File: src/rtl/gfhc_pkg.sv
`default_nettype none
// ---------------------------------------------------------------------------
// gfhc_pkg: shared types and constants of the heat field colorizer
// Fixed-point formats, payload words, pipeline words, register map and the
// falloff table that the exp stage interpolates.
// ---------------------------------------------------------------------------
package gfhc_pkg;

   // Q1.12 values carry one integer bit so that 1.0 is representable
   localparam int FRAC_BITS = 12;
   localparam int VAL_W     = FRAC_BITS + 1;
   localparam int SQ_W      = 2 * VAL_W;          // one squared difference
   localparam int D2_W      = SQ_W + 2;           // sum of three squares
   localparam int QUOT_W    = 16;                 // u = d2 / r2 in Q.12, below 16.0
   localparam int REM_W     = 42;                 // d2 << 12 while below 16 * r2
   localparam int EXP_DEPTH = 256;
   localparam int EXP_W     = 33;                 // Q.32 with room for 1.0

   localparam logic [VAL_W-1:0] LEVEL_ONE  = VAL_W'(1 << FRAC_BITS);
   localparam logic [VAL_W-1:0] RADIUS_MIN = VAL_W'(123);

   // register map
   localparam logic [2:0] REG_FIELD_MODE     = 3'd0;
   localparam logic [2:0] REG_SOURCE_X       = 3'd1;
   localparam logic [2:0] REG_SOURCE_Y       = 3'd2;
   localparam logic [2:0] REG_SOURCE_Z       = 3'd3;
   localparam logic [2:0] REG_FALLOFF_RADIUS = 3'd4;
   localparam logic [2:0] REG_GAIN           = 3'd5;
   localparam logic [2:0] REG_SHOW_THRESHOLD = 3'd6;

   typedef struct packed {
      logic [VAL_W-1:0] point_x;
      logic [VAL_W-1:0] point_y;
      logic [VAL_W-1:0] point_z;
   } point_type;

   typedef struct packed {
      logic [VAL_W-1:0] field_level;
      logic [7:0]       red;
      logic [7:0]       green;
      logic [7:0]       blue;
      logic             visible;
   } result_type;

   // settings seen by the pipeline; the user must keep them static while points are in flight
   typedef struct packed {
      logic             field_mode;
      logic [VAL_W-1:0] source_x;
      logic [VAL_W-1:0] source_y;
      logic [VAL_W-1:0] source_z;
      logic [SQ_W-1:0]  r2;
      logic [VAL_W-1:0] gain;
      logic [VAL_W-1:0] show_threshold;
   } field_cfg_type;

   // one step of the quotient pipeline
   typedef struct packed {
      logic              valid;
      logic              far;
      logic [REM_W-1:0]  rem;
      logic [QUOT_W-1:0] quot;
   } div_word_type;

   typedef struct packed {
      logic             valid;
      logic [VAL_W-1:0] level;
      logic             visible;
   } level_word_type;

   typedef logic [EXP_W-1:0] exp_tab_type [0:EXP_DEPTH];

   // shift-and-subtract quotient, evaluated only while building the table
   function automatic logic [63:0] quotient64(input logic [63:0] num,
                                              input logic [63:0] den);
      logic [63:0] rem;
      logic [63:0] quo;
      rem = 64'd0;
      quo = 64'd0;
      for (int b = 63; b >= 0; b--) begin
         rem = {rem[62:0], num[b]};
         if (rem >= den) begin
            rem    = rem - den;
            quo[b] = 1'b1;
         end
      end
      return quo;
   endfunction

   // exp(-16*i/256) in Q.32: one Taylor step, then repeated rounded products
   function automatic exp_tab_type exp_table();
      logic [63:0] term;
      logic [63:0] plus;
      logic [63:0] minus;
      logic [63:0] q;
      logic [63:0] acc;
      exp_tab_type tab;
      term  = 64'd1 << 32;
      plus  = 64'd1 << 32;
      minus = 64'd0;
      for (int n = 1; n <= 24; n++) begin
         term = quotient64(term * 64'd16, 64'(EXP_DEPTH) * 64'(n));
         if (n[0]) begin
            minus = minus + term;
         end else begin
            plus = plus + term;
         end
      end
      q      = plus - minus;
      acc    = 64'd1 << 32;
      tab[0] = EXP_W'(acc);
      for (int i = 1; i <= EXP_DEPTH; i++) begin
         acc    = (acc * q + (64'd1 << 31)) >> 32;
         tab[i] = EXP_W'(acc);
      end
      return tab;
   endfunction

endpackage
`default_nettype wire

File: src/rtl/gfhc_ramp.sv
`default_nettype none
// ---------------------------------------------------------------------------
// gfhc_ramp: fire color ramp
// Picks one of four segments, forms the scaled numerators, then divides by
// the segment span with reciprocal products. Two stages.
// ---------------------------------------------------------------------------
module gfhc_ramp (
   input  wire logic                     clock,
   input  wire logic                     reset,
   input  wire gfhc_pkg::level_word_type level_in,
   output logic                          out_valid,
   output gfhc_pkg::result_type          result
);
   localparam int VW = gfhc_pkg::VAL_W;

   typedef enum logic [1:0] {SEG_DARK, SEG_RISE, SEG_WARM, SEG_HOT} seg_type;

   logic [18:0] s;
   logic [16:0] d_rise, d_warm, d_hot;
   seg_type     seg_in;
   logic [24:0] nr_in, ng_in, nb_in;
   logic [7:0]  b_dark_in;

   logic          v1_ff, v2_ff;
   seg_type       seg_ff;
   logic [24:0]   nr_ff, ng_ff, nb_ff;
   logic [7:0]    b_dark_ff;
   logic [VW-1:0] level_ff;
   logic          visible_ff;
   logic [7:0]    red_in, green_in, blue_in;
   gfhc_pkg::result_type result_ff;

   // floor(n / (30 * 4096)) by way of floor(n / 4096) * ceil(2^18 / 30)
   function automatic logic [7:0] div30(input logic [24:0] n);
      logic [26:0] p;
      p = 27'(n[24:12]) * 27'd8739;
      return 8'(p >> 18);
   endfunction

   // floor(n / (25 * 4096)) the same way
   function automatic logic [7:0] div25(input logic [24:0] n);
      logic [26:0] p;
      p = 27'(n[24:12]) * 27'd10486;
      return 8'(p >> 18);
   endfunction

   // segment choice and numerators
   always_comb begin
      s         = 19'(32'(level_in.level) * 100);
      d_rise    = 17'(s - 19'd61440);
      d_warm    = 17'(s - 19'd184320);
      d_hot     = (s - 19'd307200 > 19'd102400) ? 17'd102400 : 17'(s - 19'd307200);
      b_dark_in = 8'(20 + ((32'(level_in.level) * 400) >> 12));
      nr_in     = '0;
      ng_in     = '0;
      nb_in     = '0;
      if (s < 19'd61440) begin
         seg_in = SEG_DARK;
      end else if (s < 19'd184320) begin
         seg_in = SEG_RISE;
         nr_in  = 25'(32'(d_rise) * 242);
         ng_in  = 25'(32'(d_rise) * 51);
         nb_in  = 25'(32'(d_rise) * 71 + 122879);
      end else if (s < 19'd307200) begin
         seg_in = SEG_WARM;
         ng_in  = 25'(32'(d_warm) * 166);
         nb_in  = 25'(32'(d_warm) * 13 + 122879);
      end else begin
         seg_in = SEG_HOT;
         ng_in  = 25'(32'(d_hot) * 217 + 102399);
      end
   end

   // finish the channels
   always_comb begin
      red_in   = 8'd0;
      green_in = 8'd0;
      blue_in  = 8'd0;
      case (seg_ff)
         SEG_DARK: begin
            blue_in = b_dark_ff;
         end
         SEG_RISE: begin
            red_in   = div30(nr_ff);
            green_in = div30(ng_ff);
            blue_in  = 8'd84 - div30(nb_ff);
         end
         SEG_WARM: begin
            red_in   = 8'd242;
            green_in = 8'd51 + div30(ng_ff);
            blue_in  = 8'd13 - div30(nb_ff);
         end
         SEG_HOT: begin
            red_in   = 8'd255;
            green_in = 8'd217 - div25(ng_ff);
         end
      endcase
   end

   always_ff @(posedge clock) begin
      if (reset) begin
         v1_ff <= 1'b0;
         v2_ff <= 1'b0;
      end else begin
         v1_ff <= level_in.valid;
         v2_ff <= v1_ff;
      end
      seg_ff     <= seg_in;
      nr_ff      <= nr_in;
      ng_ff      <= ng_in;
      nb_ff      <= nb_in;
      b_dark_ff  <= b_dark_in;
      level_ff   <= level_in.level;
      visible_ff <= level_in.visible;
      result_ff.field_level <= level_ff;
      result_ff.red         <= red_in;
      result_ff.green       <= green_in;
      result_ff.blue        <= blue_in;
      result_ff.visible     <= visible_ff;
   end

   assign out_valid = v2_ff;
   assign result    = result_ff;

endmodule
`default_nettype wire

File: config.mk
export PLATFORM = sky130hd
export DESIGN_NAME = gfhc_ramp
export DESIGN_NICKNAME = d
export VERILOG_FILES = /design/src/rtl/gfhc_pkg.sv /design/src/rtl/gfhc_ramp.sv
export SDC_FILE = /design/constraint.sdc
export NUM_CORES = 1
export LEC_CHECK = 0
export ABC_AREA = 1
export ABC_CLOCK_PERIOD_IN_PS = 9100
export BUFFER_PORTS_ARGS = -buffer_cell sky130_fd_sc_hd__buf_4
export CAP_MARGIN = 40
export CELL_PAD_IN_SITES_DETAIL_PLACEMENT = 0
export CELL_PAD_IN_SITES_GLOBAL_PLACEMENT = 1
export CORE_AREA = 2 2 374 283
export CTS_BUF_LIST = sky130_fd_sc_hd__clkbuf_16
export DETAILED_ROUTE_END_ITERATION = 8
export DIE_AREA = 0 0 376 285
export PLACE_DENSITY_LB_ADDON = 0.1
export SYNTH_ARGS = -nofsm -noshare
export SYNTH_HDL_FRONTEND = slang
export SYNTH_SLANG_ARGS = --single-unit
File: constraint.sdc
create_clock -name clock -period 9.1 [get_ports clock]
set_input_delay 1.82 -clock clock [delete_from_list [all_inputs] [get_ports clock]]
set_output_delay 1.82 -clock clock [all_outputs]
set_load 0.03 [all_outputs]
; Word-level counts from Yosys, hierarchy flattened
; Index checks and enable logic that the tools add are counted.
[word_totals]
regBits = 138
inputBits = 17
out_inout_bits = 39
word_cells = 60
[op_classes]
add_sub_neg = 11
n_mul = 12
magnitude_cmp = 4
eq_ne = 3
mux = 10
n_bitwise = 1
n_reduce_logical = 3
[op_table]
columns = op, n
row1 = $mul 13x14->26 const B, 3
row2 = $mul 17x7->24 const B, 3
row3 = $pmux 8 s3, 3
row4 = $mux 25, 2
row5 = $sub 17x16->17 const B, 2
row6 = $add 24x17->25 const B, 1
row7 = $add 25x17->25 const B, 1
row8 = $mul 13x13->25 const B, 1
row9 = $mul 17x8->25 const B, 1
row10 = $mul 17x6->23 const B, 1
row11 = $mux 23, 1
row12 = $add 21x17->22 const B, 1
row13 = $mux 22, 1
row14 = $mul 17x4->21 const B, 1
row15 = $gt 19x17->1 const B, 1
row16 = $lt 19x16->1 const B, 1
row17 = $lt 19x18->1 const B, 1
row18 = $lt 19x19->1 const B, 1
row19 = $sub 19x19->19 const B, 1
row20 = $mul 13x5->17 const B, 1
row21 = $mux 17, 1
row22 = $mul 13x5->16 const B, 1
row23 = $add 5x8->8 const A, 1
row24 = $add 6x8->8 const A, 1
row25 = other kinds (9), 12

; Logic depth before layout (Yosys ltp)
[logic_depth]
word_depth = 8
ltp_mapped = 48

; Least setup slack after synthesis
; No wires, ideal clock.
[synth_path]
path_kind = input -> register
startpoint = input level_in[3] (netlist name)
endpoint = register ng_ff[24]
setup_time_ns = 0.119
arrival_ns = 9.673
setup_slack_ns = -0.692
stages = 41
path_cell_list = inv_1 > ha_1 > ha_1 > ha_1 > inv_1 > fa_1 > inv_1 > nand3_1 > nand2_1 > xor2_1 > inv_1 > ha_1 > nand2_1 > nor2_1 > nand3_1 > nand2_1 > nor2_1 > nand2_1 > (+5 left out) > fa_1 > inv_1 > fa_1 > inv_1 > fa_1 > inv_1 > ha_1 > nand2_1 > nor2_1 > inv_1 > nor3_1 > nand3_1 > nand3_1 > a21o_1 > nand2_1 > a21o_1 > nand3_1 > a21oi_1
[synth_via]
elab_chain_len = 7
elab_cells_between_ends = 13
cone_classes = 3 x add/sub / 3 x mul / 4 x order compare / 2 x mux / 1 x reduce/logical
[synth_rtl]
columns = element, line
row1 = from (decl), gfhc_ramp.sv:10  ; input wire gfhc_pkg::level_word_type level_in,
row2 = $mul 13x5->17 *, gfhc_ramp.sv:49  ; s = 19'(32'(level_in.level) * 100);
row3 = $sub 19x19->19, gfhc_ramp.sv:52  ; d_hot = (s - 19'd307200 > 19'd102400) ? 17'd102400 : 17'(s - 19'd307200);
row4 = $gt 19x17->1, gfhc_ramp.sv:52
row5 = $mux 17, gfhc_ramp.sv:52
row6 = $mul 17x8->25, gfhc_ramp.sv:70  ; ng_in = 25'(32'(d_hot) * 217 + 102399);
row7 = $add 25x17->25, gfhc_ramp.sv:70
row8 = $mux 25, gfhc_ramp.sv:64  ; end else if (s < 19'd307200) begin
row9 = to (signal assigned), gfhc_ramp.sv:110  ; ng_ff <= ng_in;
row10 = to (decl), gfhc_ramp.sv:26  ; logic [24:0] nr_ff, ng_ff, nb_ff;
; Mark *: on every way between the ends. The rest lies on a longest branch, timed or not.
; A chain may end at the register's enable or synchronous reset.

; Worst setup path in the final report
[layout_path]
startpoint = input level_in[7] (netlist name)
endpoint = register ng_ff[19]
[layout_via]
elab_chain_len = 8
elab_cells_between_ends = 15
cone_classes = 4 x add/sub / 4 x mul / 4 x order compare / 3 x mux
[layout_rtl]
columns = element, line
row1 = $mul 13x5->17 *, gfhc_ramp.sv:49
row2 = $sub 19x19->19, gfhc_ramp.sv:52
row3 = $gt 19x17->1, gfhc_ramp.sv:52
row4 = $mux 17, gfhc_ramp.sv:52
row5 = $mul 17x8->25, gfhc_ramp.sv:70
row6 = $add 25x17->25, gfhc_ramp.sv:70
row7 = $mux 25, gfhc_ramp.sv:64
row8 = $mux 23, gfhc_ramp.sv:59  ; end else if (s < 19'd184320) begin
; Marks and branches as above.

==> flow_metrics.py <==
metrics = {
    "hold_path": {
        "holdPathEnd": "result[36]",
        "hold_class": "reg2reg",
        "hold_start": "level_ff[11]",
        "min_path_cells": 0,
    },
    "logic_synthesis": {
        "syn_area_per_cell_um2": 7.848,
        "synth.yosys.seq_area_share": 0.07950,
        "synth_cell_type_count": 46,
        "yosys_warnings": 0,
        "synth-edff-count": 0,
        "synth_area_leaders": "ha_1 (32%), fa_1 (21%), inv_1 (11%)",
        "synth_top_cell_by_area": "ha_1",
        "synthCells": 3273,
        "synthesis.area_um2": 25690,
        "syn_nets": 4207,
        "ys.flop_type": "dfxtp_1",
        "synth_top_area_frac": 0.3181,
        "async_flop_share": 0,
        "synth-seq-cells": 102,
    },
    "finish": {
        "fin_area_um2": 30010,
        "layout-drive-gt1-share": 0.1082,
        "final_common_cell": "inv_1",
        "area_growth_pct": 16.85,
        "final_cell_mix": "inv_1 (737), ha_1 (639), nand2_1 (540)",
        "nets": 4469,
    },
    "sta": {
        "layout_min_cycle_time_ps": 8694,
        "tightest_slew_ps": 855.8,
        "finalHoldViolCount": 0,
        "fin_skew_ps": 16.94,
        "post-route-period-util": 0.9554,
        "fmax_mhz": 115.0,
        "report.final.slew_viol_count": 0,
        "slew_headroom": 0.4287,
        "setup_viol": 0,
    },
    "placed_design": {
        "placed_area_um2": 29410,
        "place_congestion": 0.8238,
        "hpwl_mm": 75.58,
        "io_buffers": 55,
    },
    "critical_path": {
        "critPathMaxStageDelay_ps": 510,
        "worstSetupEndpointType": "flip-flop",
        "r2r_end": "result[14]",
        "critical_path_arrival_ps": 9060,
        "path_common_cell": "ha_1",
        "critPathKind": "in2reg",
        "cp.required_ps": 9470,
        "r2r_start": "ng_ff[23]",
        "critical_path.max_fanout": 7,
        "r2r_cells": 22,
        "cp_slowest_cell": "fa_1",
        "cp-start-kind": "input port",
        "r2r_slack_ps": 3510,
    },
    "job": {
        "drv_cap": 0,
    },
    "floorplanning": {
        "fp.coreArea_um2": 104100,
        "die_w_um": 376,
        "die-area_um2": 107200,
        "rows": 103,
        "start_util": 0.2467,
        "die-height_um": 285,
        "io_pins": 56,
    },
    "clock_network": {
        "insertion_delay_ps": 430,
        "clkSlewWorstSetupHoldPaths_ps": 90,
        "root_buffer": "clkbuf_16",
        "cts_max_path_buffers": 2,
        "htree_num_levels": 3,
        "cts_buffers": 9,
        "cts_sinks": 102,
        "cts_tree": "done",
        "cts_hold_buf": 0,
    },
    "global_route": {
        "grt_max_degree": 22,
        "grt_pass1_wl_mm": 134.8,
        "first_global_vias": 22794,
        "grtUsageTotal": 0.1647,
        "antenna_found_initial": 2,
        "grt_overflow": 0,
    },
    "detailed_routing": {
        "first_iter_violations": 902,
        "ant_nets": 0,
        "num_vias": 21397,
        "drc": 0,
        "drt-pass1-iter-count": 5,
        "wl_per_cell_um": 17.54,
        "drt-vias-per-instance": 4.361,
        "wl_mm": 86.04,
    },
    "outcome": {
        "outcome": "completed",
    },
}
-- cells in the mapped netlist, types with 9 or more instances --
| cell type | count |
|---|---|
| inv_1 | 741 |
| ha_1 | 653 |
| nand2_1 | 548 |
| fa_1 | 264 |
| a21oi_1 | 212 |
| nor2_1 | 179 |
| nand3_1 | 140 |
| o21ai_0 | 105 |
| dfxtp_1 | 102 |
| xor2_1 | 50 |
| nand4_1 | 36 |
| xnor2_1 | 35 |
| nor3_1 | 29 |
| a21o_1 | 23 |
| nand2_2 | 13 |
| o211ai_1 | 13 |
| or2_2 | 13 |
| o21bai_1 | 9 |
-- per-layer routing --
metal | up-vias | GRT usage | part of all wire
met1 | 10192 | 0.2524 | 0.55
met5 | - | 0 | 0
met4 | 0 | 0.02840 | 0.0095
li1 | 10988 | - | -
met2 | 197 | 0.2504 | 0.41
met3 | 20 | 0.01556 | 0.021
-- registers in the layout (all words and copies together), names as in the netlist --
| register | flops |
|---|---|
| b_dark_ff | 8 |
| level_ff | 13 |
| nb_ff | 12 |
| ng_ff | 13 |
| nr_ff | 13 |
| out_valid | 1 |
| result | 38 |
| seg_ff | 2 |
| v1_ff | 1 |
| visible_ff | 1 |
-- cell type report --
cell class	instances	area, um2
Clock buffer	9	225.2
Tap cell	1365	1708
Sequential cell	102	2042
Timing Repair Buffer	261	2006
Inverter	748	2819
Multi-Input combinational cell	2413	21150
Clock inverter	7	65.06
Fill cell	11390	74120
Antenna cell	1	2.502
-- critical path, delay by kind of cell --
kind	cells	cell delay, ps
and+or+nand+nor	16	1570
buffers and inverters	7	820
AOI/OAI and AO/OA	6	1010
adders and majority gates	11	3800
-- worst max-delay path by stage --
| stage | startpoint | end |
|---|---|---|
| global placement | level_in[5] | ng_ff[24] |
| finish | level_in[7] | ng_ff[19] |
| floorplan | level_in[3] | ng_ff[24] |
| global route | level_in[5] | ng_ff[24] |
| CTS | level_in[5] | ng_ff[24] |
| detailed placement | level_in[5] | ng_ff[24] |
-- logic make-up after synthesis --
kind of cell             count (synthesis)  share of synthesized area
AND/OR/NAND/NOR                        991                     0.1648
flip-flops                             102                    0.07950
buffers and inverters                  759                     0.1116
adder cells (fa/ha/maj)                917                     0.5238
AO/OA/AOI/OAI                          419                    0.09129
XOR/XNOR                                85                    0.02898
-- metrics by stage --
| step | std cells | util | setup slack, ps | hold WS (ps) | TNS [ps] |
|---|---|---|---|---|---|
| finish | 4906 | 0.2882 | 406.2 | 328.8 | 0 |
| global route | 4905 | 0.2882 | -18.43 | 339.8 | -18.43 |
| CTS | 4896 | 0.2852 | 250.6 | 331.1 | 0 |
| detailed placement | 4880 | 0.2824 | -225.0 | 312.1 | -1675 |
| global placement | 4876 | 0.2819 | -208.8 | 312.2 | -1540 |
| floorplan | 3273 | - | 13.78 | 309.6 | 0 |
-- timing repair --
item                                    4_1_cts  5_1_grt
resized for setup                             0       48
setup buffers                                 0        8
endpoints found under the setup margin        0       14
Power is not shown: default switching activity piles up to over one toggle a cycle in this logic, so the estimate is an artifact.
