`src/rtl/gfhc_pkg.sv`:
```
`default_nettype none
// ---------------------------------------------------------------------------
// gfhc_pkg: shared types and constants of the heat field colorizer
// Fixed-point formats, payload words, pipeline words, register map and the
// falloff table that the exp stage interpolates.
// ---------------------------------------------------------------------------
package gfhc_pkg;

   // Q1.12 values carry one integer bit so that 1.0 is representable
   localparam int FRAC_BITS = 12;
   localparam int VAL_W     = FRAC_BITS + 1;
   localparam int SQ_W      = 2 * VAL_W;          // one squared difference
   localparam int D2_W      = SQ_W + 2;           // sum of three squares
   localparam int QUOT_W    = 16;                 // u = d2 / r2 in Q.12, below 16.0
   localparam int REM_W     = 42;                 // d2 << 12 while below 16 * r2
   localparam int EXP_DEPTH = 256;
   localparam int EXP_W     = 33;                 // Q.32 with room for 1.0

   localparam logic [VAL_W-1:0] LEVEL_ONE  = VAL_W'(1 << FRAC_BITS);
   localparam logic [VAL_W-1:0] RADIUS_MIN = VAL_W'(123);

   // register map
   localparam logic [2:0] REG_FIELD_MODE     = 3'd0;
   localparam logic [2:0] REG_SOURCE_X       = 3'd1;
   localparam logic [2:0] REG_SOURCE_Y       = 3'd2;
   localparam logic [2:0] REG_SOURCE_Z       = 3'd3;
   localparam logic [2:0] REG_FALLOFF_RADIUS = 3'd4;
   localparam logic [2:0] REG_GAIN           = 3'd5;
   localparam logic [2:0] REG_SHOW_THRESHOLD = 3'd6;

   typedef struct packed {
      logic [VAL_W-1:0] point_x;
      logic [VAL_W-1:0] point_y;
      logic [VAL_W-1:0] point_z;
   } point_type;

   typedef struct packed {
      logic [VAL_W-1:0] field_level;
      logic [7:0]       red;
      logic [7:0]       green;
      logic [7:0]       blue;
      logic             visible;
   } result_type;

   // settings seen by the pipeline; the user must keep them static while points are in flight
   typedef struct packed {
      logic             field_mode;
      logic [VAL_W-1:0] source_x;
      logic [VAL_W-1:0] source_y;
      logic [VAL_W-1:0] source_z;
      logic [SQ_W-1:0]  r2;
      logic [VAL_W-1:0] gain;
      logic [VAL_W-1:0] show_threshold;
   } field_cfg_type;

   // one step of the quotient pipeline
   typedef struct packed {
      logic              valid;
      logic              far;
      logic [REM_W-1:0]  rem;
      logic [QUOT_W-1:0] quot;
   } div_word_type;

   typedef struct packed {
      logic             valid;
      logic [VAL_W-1:0] level;
      logic             visible;
   } level_word_type;

   typedef logic [EXP_W-1:0] exp_tab_type [0:EXP_DEPTH];

   // shift-and-subtract quotient, evaluated only while building the table
   function automatic logic [63:0] quotient64(input logic [63:0] num,
                                              input logic [63:0] den);
      logic [63:0] rem;
      logic [63:0] quo;
      rem = 64'd0;
      quo = 64'd0;
      for (int b = 63; b >= 0; b--) begin
         rem = {rem[62:0], num[b]};
         if (rem >= den) begin
            rem    = rem - den;
            quo[b] = 1'b1;
         end
      end
      return quo;
   endfunction

   // exp(-16*i/256) in Q.32: one Taylor step, then repeated rounded products
   function automatic exp_tab_type exp_table();
      logic [63:0] term;
      logic [63:0] plus;
      logic [63:0] minus;
      logic [63:0] q;
      logic [63:0] acc;
      exp_tab_type tab;
      term  = 64'd1 << 32;
      plus  = 64'd1 << 32;
      minus = 64'd0;
      for (int n = 1; n <= 24; n++) begin
         term = quotient64(term * 64'd16, 64'(EXP_DEPTH) * 64'(n));
         if (n[0]) begin
            minus = minus + term;
         end else begin
            plus = plus + term;
         end
      end
      q      = plus - minus;
      acc    = 64'd1 << 32;
      tab[0] = EXP_W'(acc);
      for (int i = 1; i <= EXP_DEPTH; i++) begin
         acc    = (acc * q + (64'd1 << 31)) >> 32;
         tab[i] = EXP_W'(acc);
      end
      return tab;
   endfunction

endpackage
`default_nettype wire

```
`src/rtl/gfhc_div.sv`:
```
`default_nettype none
// ---------------------------------------------------------------------------
// gfhc_div: pipelined restoring divider
// Sixteen stages, one quotient bit each, form u = (d2 << 12) / r2.
// ---------------------------------------------------------------------------
module gfhc_div (
   input  wire logic                   clock,
   input  wire logic                   reset,
   input  wire gfhc_pkg::div_word_type div_in,
   input  wire logic [gfhc_pkg::SQ_W-1:0] r2,
   output gfhc_pkg::div_word_type      div_out
);
   localparam int STEPS = gfhc_pkg::QUOT_W;
   localparam int RW    = gfhc_pkg::REM_W;

   gfhc_pkg::div_word_type step_src [0:STEPS-1];
   gfhc_pkg::div_word_type stage_ff [0:STEPS-1];

   assign step_src[0] = div_in;

   for (genvar j = 0; j < STEPS; j++) begin : g_step
      localparam int K = STEPS - 1 - j;
      logic [RW-1:0]    sub;
      logic             ge;
      logic [STEPS-1:0] quot_in;

      if (j > 0) begin : g_link
         assign step_src[j] = stage_ff[j-1];
      end

      // try the divisor at this bit weight
      assign sub     = RW'(r2) << K;
      assign ge      = step_src[j].rem >= sub;
      assign quot_in = step_src[j].quot | (STEPS'(ge) << K);

      always_ff @(posedge clock) begin
         if (reset) begin
            stage_ff[j].valid <= 1'b0;
         end else begin
            stage_ff[j].valid <= step_src[j].valid;
         end
         stage_ff[j].far  <= step_src[j].far;
         stage_ff[j].rem  <= ge ? step_src[j].rem - sub : step_src[j].rem;
         stage_ff[j].quot <= quot_in;
      end
   end

   assign div_out = stage_ff[STEPS-1];

endmodule
`default_nettype wire

```
`config.mk`:
```
export PLATFORM = sky130hd
export DESIGN_NAME = gfhc_div
export DESIGN_NICKNAME = d
export VERILOG_FILES = /design/src/rtl/gfhc_pkg.sv /design/src/rtl/gfhc_div.sv
export SDC_FILE = /design/constraint.sdc
export NUM_CORES = 2
export LEC_CHECK = 0
export ABC_AREA = 1
export ABC_CLOCK_PERIOD_IN_PS = 3400
export BUFFER_PORTS_ARGS = -buffer_cell sky130_fd_sc_hd__buf_4
export CAP_MARGIN = 20
export CORE_MARGIN = 3
export CORE_UTILIZATION = 30
export DETAILED_ROUTE_END_ITERATION = 10
export PLACE_DENSITY_LB_ADDON = 0.12
export SLEW_MARGIN = 20
export SYNTH_ARGS = -nofsm -noshare
export SYNTH_HDL_FRONTEND = slang
export SYNTH_SLANG_ARGS = --single-unit
```
`constraint.sdc`:
```
create_clock -name clock -period 3.4 [get_ports clock]
set_clock_uncertainty 0.2 [all_clocks]
set_input_delay 0.68 -clock clock [delete_from_list [all_inputs] [get_ports clock]]
set_output_delay 0.68 -clock clock [all_outputs]
set_load 0.02 [all_outputs]
```
# Yosys cells after proc, flatten, opt, wreduce, memory -nomap -nowiden
# Memory sizes are Yosys's and may differ from the RTL's.
# Cells that the tools add are included.
[classes]
addsub = 16
magnitude_cmp = 16
mux = 35
n_bitwise = 32
[ops]
columns = ["operator", "count"]
rows = [
  ["$mux W42", 16],
  ["$ge A42 B26 Y1", 1],
  ["$ge A42 B27 Y1", 1],
  ["$ge A42 B28 Y1", 1],
  ["$ge A42 B29 Y1", 1],
  ["$ge A42 B30 Y1", 1],
  ["$ge A42 B31 Y1", 1],
  ["$ge A42 B32 Y1", 1],
  ["$ge A42 B33 Y1", 1],
  ["$ge A42 B34 Y1", 1],
  ["$ge A42 B35 Y1", 1],
  ["$ge A42 B36 Y1", 1],
  ["$ge A42 B37 Y1", 1],
  ["$ge A42 B38 Y1", 1],
  ["$ge A42 B39 Y1", 1],
  ["$ge A42 B40 Y1", 1],
  ["$ge A42 B41 Y1", 1],
  ["$sub A42 B26 Y42", 1],
  ["$sub A42 B27 Y42", 1],
  ["$sub A42 B28 Y42", 1],
  ["$sub A42 B29 Y42", 1],
  ["$sub A42 B30 Y42", 1],
  ["$sub A42 B31 Y42", 1],
  ["$sub A42 B32 Y42", 1],
  ["27 further kinds", 60],
]
[word_totals]
register_bits = 0
ram_bits = 960
in_bits = 88
elab_cells = 100
memories = 1
[mem_list]
columns = ["memory", "depth", "width", "rd", "rd_ports_with_merged_regs", "write_ports", "line", "text"]
rows = [
  ["stage_ff", 16, 60, 16, 0, 16, "gfhc_div.sv:17", "gfhc_pkg::div_word_type stage_ff [0:STEPS-1];"],
]

# Longest topological paths before layout
[depth]
depth_word = 3
mapped_depth = 17
depth_no_buf = 16

# Least setup slack after synthesis
# No wires, ideal clock.
[synth_timing]
path_kind = "in2reg"
start = "input r2[1] (netlist name)"
end = "memory stage_ff[4][11] (netlist name)"
setup_ns = 0.123
t_arrival_ns = 2.696
required_time_ns = 3.077
slack_ns = 0.380
stages = 14
n_path_buf = 1
cell_sequence = "inv_1 > ha_1 > nand2_1 > inv_1 > nand2_1 > nand3_2 > nand2_1 > nand2_1 > nand2_1 > nand2_1 > nand2_1 > nand3_2 > buf_4 > or2_2"
[synth_rtl]
columns = ["item", "line", "text"]
rows = [
  ["start: declaration", "gfhc_div.sv:10", "input wire logic [gfhc_pkg::SQ_W-1:0] r2,"],
  ["end: declaration", "gfhc_div.sv:17", ""],
]

==> flow_summary.html <==
<table>
<tr><th>Metric</th><th>Value</th></tr>
<tr><th colspan="2">Yosys</th></tr>
<tr><td>Yosys top cell by area</td><td>sky130_fd_sc_hd__dfxtp_1</td></tr>
<tr><td>Synthesized area per cell</td><td>6.15 um^2</td></tr>
<tr><td>Sequential element share of the synthesized area</td><td>30.7%</td></tr>
<tr><td>Number of instances in the synthesized netlist</td><td>roughly 10000</td></tr>
<tr><td>Number of unique standard cell types used by synthesis</td><td>39</td></tr>
<tr><td>Share of Yosys cell area claimed by the top area cell type</td><td>a little over 30%</td></tr>
<tr><td>Area of the mapped netlist</td><td>62500 um^2</td></tr>
<tr><td>Main flop type after synthesis</td><td>sky130_fd_sc_hd__dfxtp_1</td></tr>
<tr><td>Flop and latch count out of synthesis</td><td>960</td></tr>
<tr><td>Synth warn</td><td>0</td></tr>
<tr><td>Top cells by area in the synthesized netlist</td><td>sky130_fd_sc_hd__dfxtp_1, sky130_fd_sc_hd__nand2_1, sky130_fd_sc_hd__inv_1</td></tr>
<tr><td>Share of async-settable or async-resettable flops after synthesis</td><td>0%</td></tr>
<tr><td>Net count of the mapped netlist</td><td>10700</td></tr>
<tr><td>Dominant cell by count in the synthesized netlist</td><td>sky130_fd_sc_hd__nand2_1</td></tr>
<tr><td>Count of flip-flops with a built-in enable after synthesis</td><td>0</td></tr>
<tr><td>Top post-synthesis cells by count</td><td>sky130_fd_sc_hd__nand2_1, sky130_fd_sc_hd__inv_1, sky130_fd_sc_hd__dfxtp_1, sky130_fd_sc_hd__nor2_1, sky130_fd_sc_hd__nand3_1</td></tr>
<tr><th colspan="2">Timing</th></tr>
<tr><td>Final critical path time including I/O delays and setup</td><td>between 3 and 4 ns</td></tr>
<tr><td>Total of endpoints with negative setup slack in the final report</td><td>3</td></tr>
<tr><td>Number of max-slew violations in the final report</td><td>0</td></tr>
<tr><td>Final worst path period share</td><td>102%</td></tr>
<tr><td>Hold violation total from the final report</td><td>0</td></tr>
<tr><td>Setup total negative slack</td><td>-0.0970 ns</td></tr>
<tr><td>Worst slew margin relative to its limit</td><td>~50%</td></tr>
<tr><td>Maximum clock rate</td><td>290 MHz</td></tr>
<tr><td>Transition time at the pin with the least slew margin</td><td>between 0.7 and 0.8 ns</td></tr>
<tr><td>Fin worst setup slack</td><td>-0.0515 ns</td></tr>
<tr><th colspan="2">Layout</th></tr>
<tr><td>Area growth syn-to-layout</td><td>27.2%</td></tr>
<tr><td>Net total in the final layout</td><td>11900</td></tr>
<tr><td>Flip-flop count of the largest register, all copies and words added</td><td>960</td></tr>
<tr><td>Share of layout cells above drive strength 1</td><td>between 10% and 20%</td></tr>
<tr><td>Registers with the most flip-flops</td><td>stage_ff x960</td></tr>
<tr><td>Share of the core filled with cells</td><td>38.6%</td></tr>
<tr><td>Register with the highest flop count</td><td>stage_ff</td></tr>
<tr><td>FILL cells</td><td>22400</td></tr>
<tr><td>Number of standard cells in the final layout excluding fillers</td><td>around 14000</td></tr>
<tr><th colspan="2">Placed design</th></tr>
<tr><td>Number of instances in the placed design</td><td>13900</td></tr>
<tr><td>Routability congestion estimate</td><td>0.945</td></tr>
<tr><td>Hpwl dp</td><td>230 mm</td></tr>
<tr><td>Total of buffers placed on input and output ports</td><td>about 150</td></tr>
<tr><th colspan="2">Global route</th></tr>
<tr><td>Wire length of the first global-routing pass</td><td>402 mm</td></tr>
<tr><td>Number of global-route vias before repair</td><td>63700</td></tr>
<tr><td>Maximum number of pins on one net before global-route repair</td><td>36</td></tr>
<tr><td>Total GRT Usage</td><td>24.7%</td></tr>
<tr><td>Global-route congestion overflow total</td><td>0</td></tr>
<tr><td>Number of antenna violations at the first check in global routing</td><td>9</td></tr>
<tr><th colspan="2">Floorplanning</th></tr>
<tr><td>FP Rows</td><td>roughly 170</td></tr>
<tr><td>Vert. Die Dim</td><td>approximately 460 um</td></tr>
<tr><td>Starting density of the core</td><td>30.4%</td></tr>
<tr><td>Die outline area</td><td>roughly 210000 um^2</td></tr>
<tr><td>Number of top-level design ports</td><td>about 150</td></tr>
<tr><td>Die width</td><td>463 um</td></tr>
<tr><td>Core region area</td><td>206000 um^2</td></tr>
<tr><th colspan="2">Run status</th></tr>
<tr><td>Outcome</td><td>complete, but fails checks</td></tr>
<tr><td>Violations in the final reports</td><td>negative setup slack</td></tr>
<tr><th colspan="2">Critical path</th></tr>
<tr><td>Critical Path Sink</td><td>stage_ff[15][20]</td></tr>
<tr><td>R2r setup slk</td><td>0.29 ns</td></tr>
<tr><td>Maximum fanout along the worst path</td><td>28</td></tr>
<tr><td>Startpoint-to-endpoint class of the critical path</td><td>input port to flop</td></tr>
<tr><td>Cell depth of the worst flop-to-flop path</td><td>10</td></tr>
<tr><td>CP Buf/Inv Count</td><td>6</td></tr>
<tr><td>Arrival time of data at the critical path endpoint</td><td>around 3.8 ns</td></tr>
<tr><td>End of the worst register-to-register path</td><td>stage_ff[15][20]</td></tr>
<tr><td>Critical path launch point</td><td>r2[9]</td></tr>
<tr><td>Required arrival time at the worst endpoint</td><td>3.79 ns</td></tr>
<tr><td>Worst reg2reg startpoint</td><td>stage_ff[14][25]</td></tr>
<tr><td>Endpoint kind of the worst setup timing path</td><td>flop</td></tr>
<tr><td>Slowest stage delay, CP</td><td>0.48 ns</td></tr>
<tr><td>Top cell family by delay on the critical path</td><td>simple AND/OR/NAND/NOR gates</td></tr>
<tr><td>Most prevalent standard cell on the critical path</td><td>sky130_fd_sc_hd__nand3_1</td></tr>
<tr><td>Stages on the worst setup path</td><td>14</td></tr>
<tr><td>Ordered list of cells on the worst path</td><td>buf_4, clkinv_1, buf_12, buf_4, ha_1, nand2_1, nor2_1, nand3_1, nand3_1, nand3_1, nand3_2, inv_2, buf_12, o21ai_0</td></tr>
<tr><td>Startpoint type of the worst setup path</td><td>input port</td></tr>
<tr><td>Critical-path top delay cell</td><td>sky130_fd_sc_hd__o21ai_0</td></tr>
<tr><th colspan="2">Hold path</th></tr>
<tr><td>Class of the tightest hold or removal check</td><td>flop to flop</td></tr>
<tr><th colspan="2">CTS</th></tr>
<tr><td>Clock tree sinks</td><td>960</td></tr>
<tr><td>Insertion delay to the later sink of the worst-skew pair</td><td>0.77 ns</td></tr>
<tr><td>Setup Fix Bufs, Post-CTS</td><td>0</td></tr>
<tr><td>Max clock buf depth</td><td>3</td></tr>
<tr><td>CTS tree</td><td>done</td></tr>
<tr><td>Clk Tree Root Cell</td><td>sky130_fd_sc_hd__clkbuf_16</td></tr>
<tr><td>Number of buffers created by CTS</td><td>120</td></tr>
<tr><td>CTS clock-pin slew for the worst setup and hold paths</td><td>about 0.06 ns</td></tr>
<tr><td>Number of H-tree levels</td><td>3</td></tr>
<tr><th colspan="2">Pwr</th></tr>
<tr><td>Proportion of power drawn by combinational gates</td><td>around three fifths</td></tr>
<tr><td>Overall power consumption</td><td>about 80 mW</td></tr>
<tr><td>Leakage Power</td><td>42.5 nW</td></tr>
<tr><td>Reg power frac</td><td>24.3%</td></tr>
<tr><td>Cell Pwr Density</td><td>998 nW/um^2</td></tr>
<tr><td>Clk network pwr share</td><td>between 10% and 20%</td></tr>
<tr><td>Switching component of the power</td><td>approximately 38 mW</td></tr>
<tr><td>Switching part of the total power</td><td>between 40% and 50%</td></tr>
<tr><td>Internal power consumption</td><td>between 40 and 50 mW</td></tr>
<tr><td>Worst supply voltage drop on vdd</td><td>between 0.0005 and 0.0006 V</td></tr>
<tr><th colspan="2">Route</th></tr>
<tr><td>Number of DRC violations after detailed-routing iteration 0</td><td>4472</td></tr>
<tr><td>Antenna-violating nets left</td><td>0</td></tr>
<tr><td>Avg Vias per Cell</td><td>around 4.7</td></tr>
<tr><td>Number of remaining DRC errors</td><td>0</td></tr>
<tr><td>Total vias in the final route</td><td>66300</td></tr>
<tr><td>Routed len/inst</td><td>19.2 um</td></tr>
<tr><td>Wire length after detailed routing</td><td>273 mm</td></tr>
<tr><td>Length of the first detailed-routing pass in iterations</td><td>6</td></tr>
<tr><th colspan="2">Run</th></tr>
<tr><td>Number of violations of the max-capacitance limit</td><td>0</td></tr>
</table>
[area by class of cell]
class / count / area, um^2 / area share (%)
tap: 2772 / 3470 / 4.36
timing repair buffer: 1163 / 9890 / 12.4
inverter: 1597 / 5990 / 7.54
sequential: 960 / 19200 / 24.2
antenna: 3 / 7.51 / 0.00944
multi-input combinational: 7508 / 36600 / 46.1
clock inverter: 74 / 1050 / 1.32
clock buffer: 149 / 3270 / 4.12
[cell usage in the layout (no fill, tap or decap), types with 28 or more instances in the layout]
master / synthesis / routed
sky130_fd_sc_hd__o21ai_1: 27 / 28
sky130_fd_sc_hd__xnor2_1: 89 / 89
sky130_fd_sc_hd__ha_1: 416 / 416
sky130_fd_sc_hd__inv_1: 1584 / 1564
sky130_fd_sc_hd__dfxtp_1: 960 / 960
sky130_fd_sc_hd__buf_12: 0 / 80
sky130_fd_sc_hd__nand3_1: 590 / 590
sky130_fd_sc_hd__nor2_1: 934 / 934
sky130_fd_sc_hd__dlygate4sd3_1: 0 / 62
sky130_fd_sc_hd__o21ai_0: 222 / 221
sky130_fd_sc_hd__a21oi_1: 421 / 421
sky130_fd_sc_hd__clkbuf_16: 0 / 121
sky130_fd_sc_hd__nand2_1: 4058 / 4058
sky130_fd_sc_hd__o21ai_2: 32 / 32
sky130_fd_sc_hd__o21bai_1: 30 / 30
sky130_fd_sc_hd__nor3_1: 90 / 90
sky130_fd_sc_hd__nand4_1: 183 / 183
sky130_fd_sc_hd__xor2_1: 180 / 180
sky130_fd_sc_hd__buf_4: 18 / 1021
sky130_fd_sc_hd__nand3b_1: 61 / 61
[worst min path at each step]
| stage | start | cells after the start | endpoint |
|---|---|---|---|
| finish | stage_ff[5][5] | 0 | stage_ff[6][5] |
| global route | stage_ff[10][0] | 0 | stage_ff[11][0] |
| CTS | stage_ff[9][9] | 0 | stage_ff[10][9] |
| detailed placement | stage_ff[14][13] | 0 | stage_ff[15][13] |
| global placement | stage_ff[9][14] | 0 | stage_ff[10][14] |
| floorplan | stage_ff[9][0] | 0 | stage_ff[10][0] |
[worst register-to-register path: cells and delay by family, from the launching register on]
| kind | cells | cell delay, ns |
|---|---|---|
| AND/OR/NAND/NOR | 6 | 1.19 |
| AO/OA/AOI/OAI | 1 | 0.49 |
| adder cells (fa/ha/maj) | 1 | 0.38 |
| flip-flops | 1 | 0.39 |
| buffers and inverters | 2 | 0.27 |
[routing by layer]
layer | wire [um] | up-vias | track usage (%)
met3 | 11800 | 329 | 2.28
met1 | 130000 | 30400 | 34.1
li1 | - | 34000 | -
met2 | 123000 | 1546 | 40.7
met5 | 0 | - | 0
met4 | 8140 | 0 | 7.44
[logic make-up after synthesis]
logic type / share of synthesized area, %
buffers and inverters: 10.7
XOR/XNOR: 3.77
adder cells (fa/ha/maj): 8.84
AND/OR/NAND/NOR: 39.2
AO/OA/AOI/OAI: 6.81
flip-flops: 30.7
[power by group through the flow]
stage,sequential [mW],combinational (mW),clock (mW)
after floorplan,17.2,27.4,0
after global placement,19.6,45.6,0
after detailed placement,19.5,45.6,0
after CTS,19.3,45.9,14.4
after global routing,19.5,51.5,14.8
final,19.3,46.1,13.9
[metrics by stage]
stage / cell area [um^2] / worst slack [ns] / hold slack, ns
3_3_place_gp: 74600 / -0.835 / 0.110
4_1_cts: 79500 / 0.0230 / 0.122
5_1_grt: 79500 / -0.0107 / 0.126
2_1_floorplan: 62500 / 0.380 / 0.110
6_report: 79500 / -0.0515 / 0.119
3_5_place_dp: 74600 / -0.811 / 0.112
[repair_timing]
action	4_1_cts	5_1_grt
gates resized for setup	0	1
hold endpoints to repair	75	0
endpoints found under the setup margin	0	1
hold buffers	62	0
Power figures use the tool's default switching activity.
